**src/chep_pkg.sv**
```systemverilog
// Package for the core header entry parser: parse phases, result kinds,
// tag constants and the result record. No dependencies.
package chep_pkg;

  // Magic word "CORE" that opens every header page
  localparam logic [31:0] MAGIC_WORD    = 32'h434F_5245;

  // Entry tags
  localparam logic [31:0] TAG_END       = 32'd3840;
  localparam logic [31:0] TAG_DIRECTORY = 32'd3841;
  localparam logic [31:0] TAG_VALIDATE  = 32'd3845;
  localparam logic [31:0] TAG_VERSION   = 32'd3860;

  typedef enum logic [2:0] {
    PH_WAIT = 3'd0,
    PH_TAG  = 3'd1,
    PH_LEN  = 3'd2,
    PH_BODY = 3'd3,
    PH_DONE = 3'd4
  } phase_t;

  typedef enum logic [2:0] {
    KIND_VALIDATE  = 3'd0,
    KIND_MAP       = 3'd1,
    KIND_MISMATCH  = 3'd2,
    KIND_UNKNOWN   = 3'd3,
    KIND_BAD_MAGIC = 3'd4,
    KIND_END       = 3'd5,
    KIND_MALFORMED = 3'd6
  } kind_t;

  typedef struct packed {
    kind_t       kind;
    logic [43:0] byte_address;
    logic [43:0] byte_length;
    logic [44:0] file_offset;
    logic [31:0] found_value;
  } result_t;

endpackage

```
**src/core_header_entry_parser_unit.sv**
```systemverilog
// Core header entry parser: walks a header page one word per transfer.
// Depends on chep_pkg.
//
// Each result is registered in the output register or the skid register.
// Throughput: one header word per cycle; the parser state updates in one pass.
// An output register plus a skid register let words keep flowing while a
// result waits; the input stalls only when both hold results.
// Reset (rst, synchronous, active high): parser waits for the magic word,
// expected_version clears to zero, both result registers are emptied.
module core_header_entry_parser_unit
  import chep_pkg::*;
#(
  parameter int PAGE_BYTES = 4096
) (
  input  logic        clk,
  input  logic        rst,

  input  logic        cfg_write_en,
  input  logic [31:0] cfg_write_data,

  input  logic        item_valid,
  output logic        item_ready,
  input  logic        start_of_page,
  input  logic [31:0] header_word,

  output logic        result_valid,
  input  logic        result_ready,
  output logic [2:0]  kind,
  output logic [43:0] byte_address,
  output logic [43:0] byte_length,
  output logic [44:0] file_offset,
  output logic [31:0] found_value
);

  localparam int PAGE_WORDS = PAGE_BYTES / 4;
  localparam int POS_W      = $clog2(PAGE_WORDS) + 1;

  // Parser state
  phase_t             phase, phase_next;
  logic [31:0]        entry_tag, entry_tag_next;
  logic [POS_W-1:0]   body_words_left, body_words_left_next;
  logic [POS_W-1:0]   page_position, page_position_next;
  logic [1:0]         record_slot, record_slot_next;
  logic [31:0]        held_first, held_first_next;
  logic [31:0]        held_second, held_second_next;
  logic [31:0]        expected_version;

  // Result registers
  result_t            out_res, skid_res, new_res;
  logic               skid_valid;
  logic               new_hit;

  logic               item_accept, result_pop;
  logic               restart, magic_ok, tag_late, len_bad, tag_known;
  logic [31:0]        room, body_len;
  logic [31:0]        addr_pages;
  logic [63:0]        addr_prod, len_prod, off_prod;

  assign item_ready  = !skid_valid;
  assign item_accept = item_valid && item_ready;
  assign result_pop  = result_valid && result_ready;

  // Decode of the current word against the parser state
  assign restart   = start_of_page || (phase == PH_WAIT);
  assign magic_ok  = (header_word == MAGIC_WORD);
  assign tag_late  = (page_position >= POS_W'(PAGE_WORDS - 1));
  assign room      = 32'(PAGE_WORDS - 1) - 32'(page_position);
  assign body_len  = header_word - 32'd2;
  assign len_bad   = (header_word < 32'd2) || (body_len > room);
  assign tag_known = (entry_tag == TAG_DIRECTORY) || (entry_tag == TAG_VALIDATE) ||
                     (entry_tag == TAG_VERSION);

  // Page-to-byte scaling by the constant page size
  assign addr_pages = (entry_tag == TAG_VALIDATE) ? held_first : held_second;
  assign addr_prod  = 64'(addr_pages) * 64'(PAGE_BYTES);
  assign len_prod   = 64'(header_word) * 64'(PAGE_BYTES);
  assign off_prod   = (64'(held_first) + 64'd1) * 64'(PAGE_BYTES);

  // Next parser state
  always_comb begin
    phase_next           = phase;
    entry_tag_next       = entry_tag;
    body_words_left_next = body_words_left;
    page_position_next   = page_position;
    record_slot_next     = record_slot;
    held_first_next      = held_first;
    held_second_next     = held_second;
    if (item_accept) begin
      if (restart) begin
        entry_tag_next       = '0;
        body_words_left_next = '0;
        record_slot_next     = '0;
        held_first_next      = '0;
        held_second_next     = '0;
        page_position_next   = POS_W'(1);
        phase_next           = magic_ok ? PH_TAG : PH_DONE;
      end else begin
        unique case (phase)
          PH_TAG: begin
            if (tag_late) begin
              phase_next = PH_DONE;
            end else begin
              entry_tag_next     = header_word;
              phase_next         = PH_LEN;
              page_position_next = page_position + POS_W'(1);
            end
          end
          PH_LEN: begin
            page_position_next = page_position + POS_W'(1);
            if (entry_tag == TAG_END || len_bad) begin
              phase_next = PH_DONE;
            end else begin
              body_words_left_next = body_len[POS_W-1:0];
              record_slot_next     = '0;
              phase_next           = (body_len != 32'd0) ? PH_BODY : PH_TAG;
            end
          end
          PH_BODY: begin
            if (entry_tag == TAG_VERSION) begin
              if (record_slot == 2'd0) record_slot_next = 2'd1;
            end else if (entry_tag == TAG_VALIDATE) begin
              if (record_slot == 2'd0) begin
                held_first_next  = header_word;
                record_slot_next = 2'd1;
              end else begin
                record_slot_next = 2'd0;
              end
            end else if (entry_tag == TAG_DIRECTORY) begin
              priority case (record_slot)
                2'd0: begin
                  held_first_next  = header_word;
                  record_slot_next = 2'd1;
                end
                2'd1: begin
                  held_second_next = header_word;
                  record_slot_next = 2'd2;
                end
                default: record_slot_next = 2'd0;
              endcase
            end
            page_position_next   = page_position + POS_W'(1);
            body_words_left_next = body_words_left - POS_W'(1);
            if (body_words_left <= POS_W'(1)) phase_next = PH_TAG;
          end
          default: ;
        endcase
      end
    end
  end

  // Result produced by the current word
  always_comb begin
    new_res = '0;
    new_hit = 1'b0;
    if (item_accept) begin
      if (restart) begin
        if (!magic_ok) begin
          new_hit             = 1'b1;
          new_res.kind        = KIND_BAD_MAGIC;
          new_res.found_value = header_word;
        end
      end else begin
        unique case (phase)
          PH_TAG: begin
            if (tag_late) begin
              new_hit             = 1'b1;
              new_res.kind        = KIND_MALFORMED;
              new_res.found_value = header_word;
            end
          end
          PH_LEN: begin
            if (entry_tag == TAG_END) begin
              new_hit      = 1'b1;
              new_res.kind = KIND_END;
            end else if (len_bad) begin
              new_hit             = 1'b1;
              new_res.kind        = KIND_MALFORMED;
              new_res.found_value = header_word;
            end else if (!tag_known) begin
              new_hit             = 1'b1;
              new_res.kind        = KIND_UNKNOWN;
              new_res.found_value = entry_tag;
            end
          end
          PH_BODY: begin
            if (entry_tag == TAG_VERSION) begin
              if (record_slot == 2'd0 && header_word != expected_version) begin
                new_hit             = 1'b1;
                new_res.kind        = KIND_MISMATCH;
                new_res.found_value = header_word;
              end
            end else if (entry_tag == TAG_VALIDATE) begin
              if (record_slot != 2'd0) begin
                new_hit              = 1'b1;
                new_res.kind         = KIND_VALIDATE;
                new_res.byte_address = addr_prod[43:0];
                new_res.byte_length  = len_prod[43:0];
              end
            end else if (entry_tag == TAG_DIRECTORY) begin
              if (record_slot[1] && header_word != 32'd0) begin
                new_hit              = 1'b1;
                new_res.kind         = KIND_MAP;
                new_res.byte_address = addr_prod[43:0];
                new_res.byte_length  = len_prod[43:0];
                new_res.file_offset  = off_prod[44:0];
              end
            end
          end
          default: ;
        endcase
      end
    end
  end

  // Parser state and configuration registers
  always_ff @(posedge clk) begin
    if (rst) begin
      phase            <= PH_WAIT;
      entry_tag        <= '0;
      body_words_left  <= '0;
      page_position    <= '0;
      record_slot      <= '0;
      held_first       <= '0;
      held_second      <= '0;
      expected_version <= '0;
    end else begin
      phase           <= phase_next;
      entry_tag       <= entry_tag_next;
      body_words_left <= body_words_left_next;
      page_position   <= page_position_next;
      record_slot     <= record_slot_next;
      held_first      <= held_first_next;
      held_second     <= held_second_next;
      if (cfg_write_en) expected_version <= cfg_write_data;
    end
  end

  // Output register and skid register
  always_ff @(posedge clk) begin
    if (rst) begin
      result_valid <= 1'b0;
      skid_valid   <= 1'b0;
    end else if (skid_valid) begin
      if (result_pop) begin
        skid_valid <= 1'b0;
      end
    end else if (new_hit && result_valid && !result_pop) begin
      skid_valid <= 1'b1;
    end else if (new_hit) begin
      result_valid <= 1'b1;
    end else if (result_pop) begin
      result_valid <= 1'b0;
    end
  end

  always_ff @(posedge clk) begin
    if (skid_valid) begin
      if (result_pop) out_res <= skid_res;
    end else if (new_hit) begin
      if (result_valid && !result_pop) skid_res <= new_res;
      else out_res <= new_res;
    end
  end

  assign kind         = out_res.kind;
  assign byte_address = out_res.byte_address;
  assign byte_length  = out_res.byte_length;
  assign file_offset  = out_res.file_offset;
  assign found_value  = out_res.found_value;

`ifndef SYNTHESIS
  // Skid register only fills behind a waiting result
  a_skid_behind_out: assert property (@(posedge clk) disable iff (rst)
    skid_valid |-> result_valid)
    else $error("skid holds a result while output register is empty");

  // Body phase always has words still to consume
  a_body_nonempty: assert property (@(posedge clk) disable iff (rst)
    (phase == PH_BODY) |-> (body_words_left != '0))
    else $error("body phase with no words left");

  // Any accepted word leaves the parser out of the waiting phase
  a_leave_wait: assert property (@(posedge clk) disable iff (rst)
    item_accept |=> (phase != PH_WAIT))
    else $error("parser still waiting after a word transfer");

  // Position never runs past the page
  a_pos_in_page: assert property (@(posedge clk) disable iff (rst)
    page_position <= POS_W'(PAGE_WORDS))
    else $error("page position beyond page end");
`endif

endmodule
```
**config.mk**
```make
export PLATFORM = sky130hd
export DESIGN_NAME = core_header_entry_parser_unit
export DESIGN_NICKNAME = d
export VERILOG_FILES = /design/src/chep_pkg.sv /design/src/core_header_entry_parser_unit.sv
export SDC_FILE = /design/constraint.sdc
export NUM_CORES = 1
export LEC_CHECK = 0
export BUFFER_PORTS_ARGS = -buffer_cell sky130_fd_sc_hd__buf_2
export CORE_UTILIZATION = 40
export CTS_BUF_LIST = sky130_fd_sc_hd__clkbuf_2 sky130_fd_sc_hd__clkbuf_4 sky130_fd_sc_hd__clkbuf_8
export DETAILED_ROUTE_END_ITERATION = 10
export GPL_TIMING_DRIVEN = 1
export HOLD_SLACK_MARGIN = 0.15
export PLACE_DENSITY_LB_ADDON = 0.05
export SLEW_MARGIN = 0
export SYNTH_ARGS = -nofsm -noshare
export SYNTH_HDL_FRONTEND = slang
export SYNTH_SLANG_ARGS = --single-unit
```
**constraint.sdc**
```tcl
create_clock -name clk -period 12.18 [get_ports clk]
set_input_delay 0.609 -clock clk [delete_from_list [all_inputs] [get_ports clk]]
set_output_delay 0.609 -clock clk [all_outputs]
set_load 0.005 [all_outputs]
```
==> impl_metrics.env <==
export IMPL_grt_pass1_vias=14754
export IMPL_timing_final_crit_share_pct=52.0
export IMPL_ys_seq_area_share_pct=55.8
export IMPL_worstMarginPinSlew_ps=1140
export IMPL_clock_skew_final_ps=46.6
export IMPL_min_period_ps=6340
export IMPL_synth_largest_area_cell="sky130_fd_sc_hd__edfxtp_1"
export IMPL_p_per_area_nw_per_um2=152
export IMPL_gp_routability_congestion=0.859
export IMPL_initial_core_util_pct=40.5
export IMPL_placeableCoreArea_um2=49000
export IMPL_rows=81
export IMPL_dp_final_hpwl_um=41300
export IMPL_setup_failing_eps_final=0
export IMPL_clock_insertion_delay_worst_skew_ps=670
export IMPL_post_synth_num_cell_types=75
export IMPL_global_route_wire_length_before_repair_um=93500
export IMPL_number_of_vias_in_the_routed_layout=15379
export IMPL_timing_max_transition_violations_final=0
export IMPL_report_final_hold_viol_count=0
export IMPL_dieArea_um2=50500
export IMPL_cts_htree_levels=3
export IMPL_fmax_mhz=158
export IMPL_fillerInstances=4699
export IMPL_postSynth_asyncResetShare_pct=0
export IMPL_post_route_drc_count=0
export IMPL_detail_route_first_pass_iterations=6
export IMPL_chipWidth_um=225
export IMPL_grt_max_degree=82
export IMPL_clock_pin_slew_reported_for_the_worst_setup_and_hold_paths_after_clock_tree_synthesis_ps=60
export IMPL_critical_path_peak_fanout=78
export IMPL_drv_max_cap_violation_count=0
export IMPL_finish_utilization_pct=46.5
export IMPL_postSynthRegisterBits=421
export IMPL_vdd_ir_max_v=0.0000869
export IMPL_max_clock_path_buffers=3
export IMPL_post_synth_edffs=264
export IMPL_setup_tns_after_final_layout_ps=0
export IMPL_postRouteWirelength_um=63100
export IMPL_synth_area_top_cells="sky130_fd_sc_hd__edfxtp_1 40%, sky130_fd_sc_hd__dfxtp_1 16%, sky130_fd_sc_hd__a22oi_1 4.9%"
export IMPL_number_of_clock_sinks=421
export IMPL_io_buffer_count=203
export IMPL_yosys_warnings=0
export IMPL_clock_buffers_created_by_tritoncts=75
export IMPL_cts_root_buf="sky130_fd_sc_hd__clkbuf_8"
export IMPL_power_leakage_nw=8.92
export IMPL_insertedDiodeCount=0
export IMPL_drt_first_iter_violations=1326
export IMPL_timing_slew_headroom_pct=23.6
export IMPL_cp_required_ps=12430
export IMPL_hold_class="in -> reg"
export IMPL_setup_repair_after_global_routing_missed_its_margin="no"
export IMPL_end_kind="register"
export IMPL_synth_largest_type_area_fraction_pct=40.0
export IMPL_mean_cell_area_of_the_mapped_netlist_um2=10.5
export IMPL_antenna_found_initial=1
export IMPL_avgRoutedWirePerCell_um=22.8
export IMPL_detail_route_antenna_nets=0
export IMPL_io_pins=240
export IMPL_grtUsageTotal_pct=24.9
export IMPL_flow_area_growth_from_synthesis_pct=14.7
export IMPL_outcome="completed"
export IMPL_worst_ep_arrival_time_ps=6590
export IMPL_via_cell_ratio=5.55
export IMPL_timing_setup_critical_path_class="in -> reg"
export IMPL_tritoncts="done"
export IMPL_drive_above_1_share_pct=17.5
export IMPL_grt_overflow_total=0
export IMPL_syn_area_um2=19800
export IMPL_syn_instance_count=1888
export IMPL_synth_flop_cell="sky130_fd_sc_hd__edfxtp_1"
export IMPL_finalNetCount=2155
export IMPL_die_height_um=225
export IMPL_worstSetupStartpointType="input port"
-- flip-flops by register name, summed over array words and instances, names as in the netlist --
signal	count
byte_address	32
held_first	32
record_slot	2
byte_length	32
expected_version	32
skid_valid	1
found_value	32
kind	3
result_valid	1
skid_res	132
file_offset	33
entry_tag	32
body_words_left	11
held_second	32
phase	3
page_position	11
-- stage by stage --
stage	instances	hold slack [ps]	cell area, um^2	setup WS [ps]	power (W)
2_1_floorplan	1923	452	20000	1090	0.00196
3_3_place_gp	2633	472	21200	5220	0.00213
3_5_place_dp	2633	475	21200	5250	0.00213
4_1_cts	2769	151	22800	5950	0.00350
5_1_grt	2769	182	22800	5220	0.00361
6_report	2769	197	22800	5840	0.00346
-- placed cells by master (no fill, tap or decap), types with 31 or more instances in the layout --
cell type	instances
sky130_fd_sc_hd__a21o_1	62
sky130_fd_sc_hd__a21oi_1	67
sky130_fd_sc_hd__a22oi_1	130
sky130_fd_sc_hd__and2_1	32
sky130_fd_sc_hd__buf_2	202
sky130_fd_sc_hd__clkbuf_8	84
sky130_fd_sc_hd__conb_1	36
sky130_fd_sc_hd__dfxtp_1	156
sky130_fd_sc_hd__edfxtp_1	264
sky130_fd_sc_hd__ha_1	37
sky130_fd_sc_hd__mux2i_1	34
sky130_fd_sc_hd__nand2_1	205
sky130_fd_sc_hd__nand3_1	58
sky130_fd_sc_hd__nor2_1	220
sky130_fd_sc_hd__nor3_1	32
sky130_fd_sc_hd__o211ai_1	36
sky130_fd_sc_hd__o21ai_0	31
sky130_fd_sc_hd__xnor2_1	59
sky130_fd_sc_hd__xor2_1	43
-- synthesized netlist by cell type, drive strengths merged, types with 35 or more instances --
master and count:
clkbuf 115, ha 37, nor3 35, a22oi 130, nor2 225, dfxtp 157, xnor2 59, a21oi 69
o211ai 36, nand3 58, buf 57, xor2 43, nand2 207, edfxtp 264, a21o 62
-- worst max-delay path, cell delays in order --
cell and delay (ps):
sky130_fd_sc_hd__buf_2 220, sky130_fd_sc_hd__or4_4 610, sky130_fd_sc_hd__or4b_2 660, sky130_fd_sc_hd__nor4_2 360, sky130_fd_sc_hd__nand2_1 190, sky130_fd_sc_hd__nor4_1 260, sky130_fd_sc_hd__xor2_1 140, sky130_fd_sc_hd__ha_1 310
sky130_fd_sc_hd__nand4_1 150, sky130_fd_sc_hd__nor4bb_1 380, sky130_fd_sc_hd__nand2_1 120, sky130_fd_sc_hd__a2bb2oi_1 270, sky130_fd_sc_hd__a31oi_1 440, sky130_fd_sc_hd__nor2_1 210, sky130_fd_sc_hd__nor2b_4 620, sky130_fd_sc_hd__buf_4 890
-- final cells by class --
| type | count | area, um^2 | share of cell area, % |
|---|---|---|---|
| Inverter | 23 | 86.3 | 0.379 |
| Tap cell | 664 | 831 | 3.65 |
| Timing Repair Buffer | 220 | 1150 | 5.06 |
| Sequential cell | 421 | 11100 | 48.7 |
| Clock inverter | 23 | 165 | 0.726 |
| Multi-Input combinational cell | 1307 | 8090 | 35.5 |
| Clock buffer | 111 | 1360 | 5.97 |
-- power breakdown --
| part | internal, W | switching, W | total, W |
|---|---|---|---|
| Combinational | 0.000132 | 0.000289 | 0.000421 |
| Sequential | 0.00164 | 0.0000462 | 0.00168 |
| Clock | 0.000757 | 0.000600 | 0.00136 |
| Total | 0.00252 | 0.000935 | 0.00346 |
-- path summary, 6_finish.rpt --
check	from	to	slack (ps)	depth (start not counted)
hold reg to reg	entry_tag[16]	entry_tag[16]	490	2
hold / removal	cfg_write_data[24]	expected_version[24]	200	3
setup reg to reg	page_position[10]	skid_res[47]	7130	11
setup / recovery	header_word[12]	skid_res[47]	5840	16
-- routing by layer --
metal,share of wire (%),global-route usage (%),routed length [um],vias to the layer above
met1,44,33.8,28100,7536
li1,-,-,-,7182
met3,5.5,3.83,3460,114
met2,47,39.4,29500,547
met5,0,0,0,-
met4,3.3,10.6,2100,0
-- what timing repair did --
item                      CTS  global route
resized for setup           0             0
hold endpoints to repair    2             0
hold buffers                2             0
setup buffers               0             0
-- cell families after synthesis --
family                   after synthesis  share of synthesized area (%)
adder cells (fa/ha/maj)               37                           2.33
other                                  1                         0.0189
multiplexers                          35                           1.77
buffers and inverters                195                           4.54
flip-flops                           421                           55.8
XOR/XNOR                             102                           4.50
AO/OA/AOI/OAI                        413                           14.8
AND/OR/NAND/NOR                      684                           16.2
No activity file was read; power rests on OpenSTA's default activity.
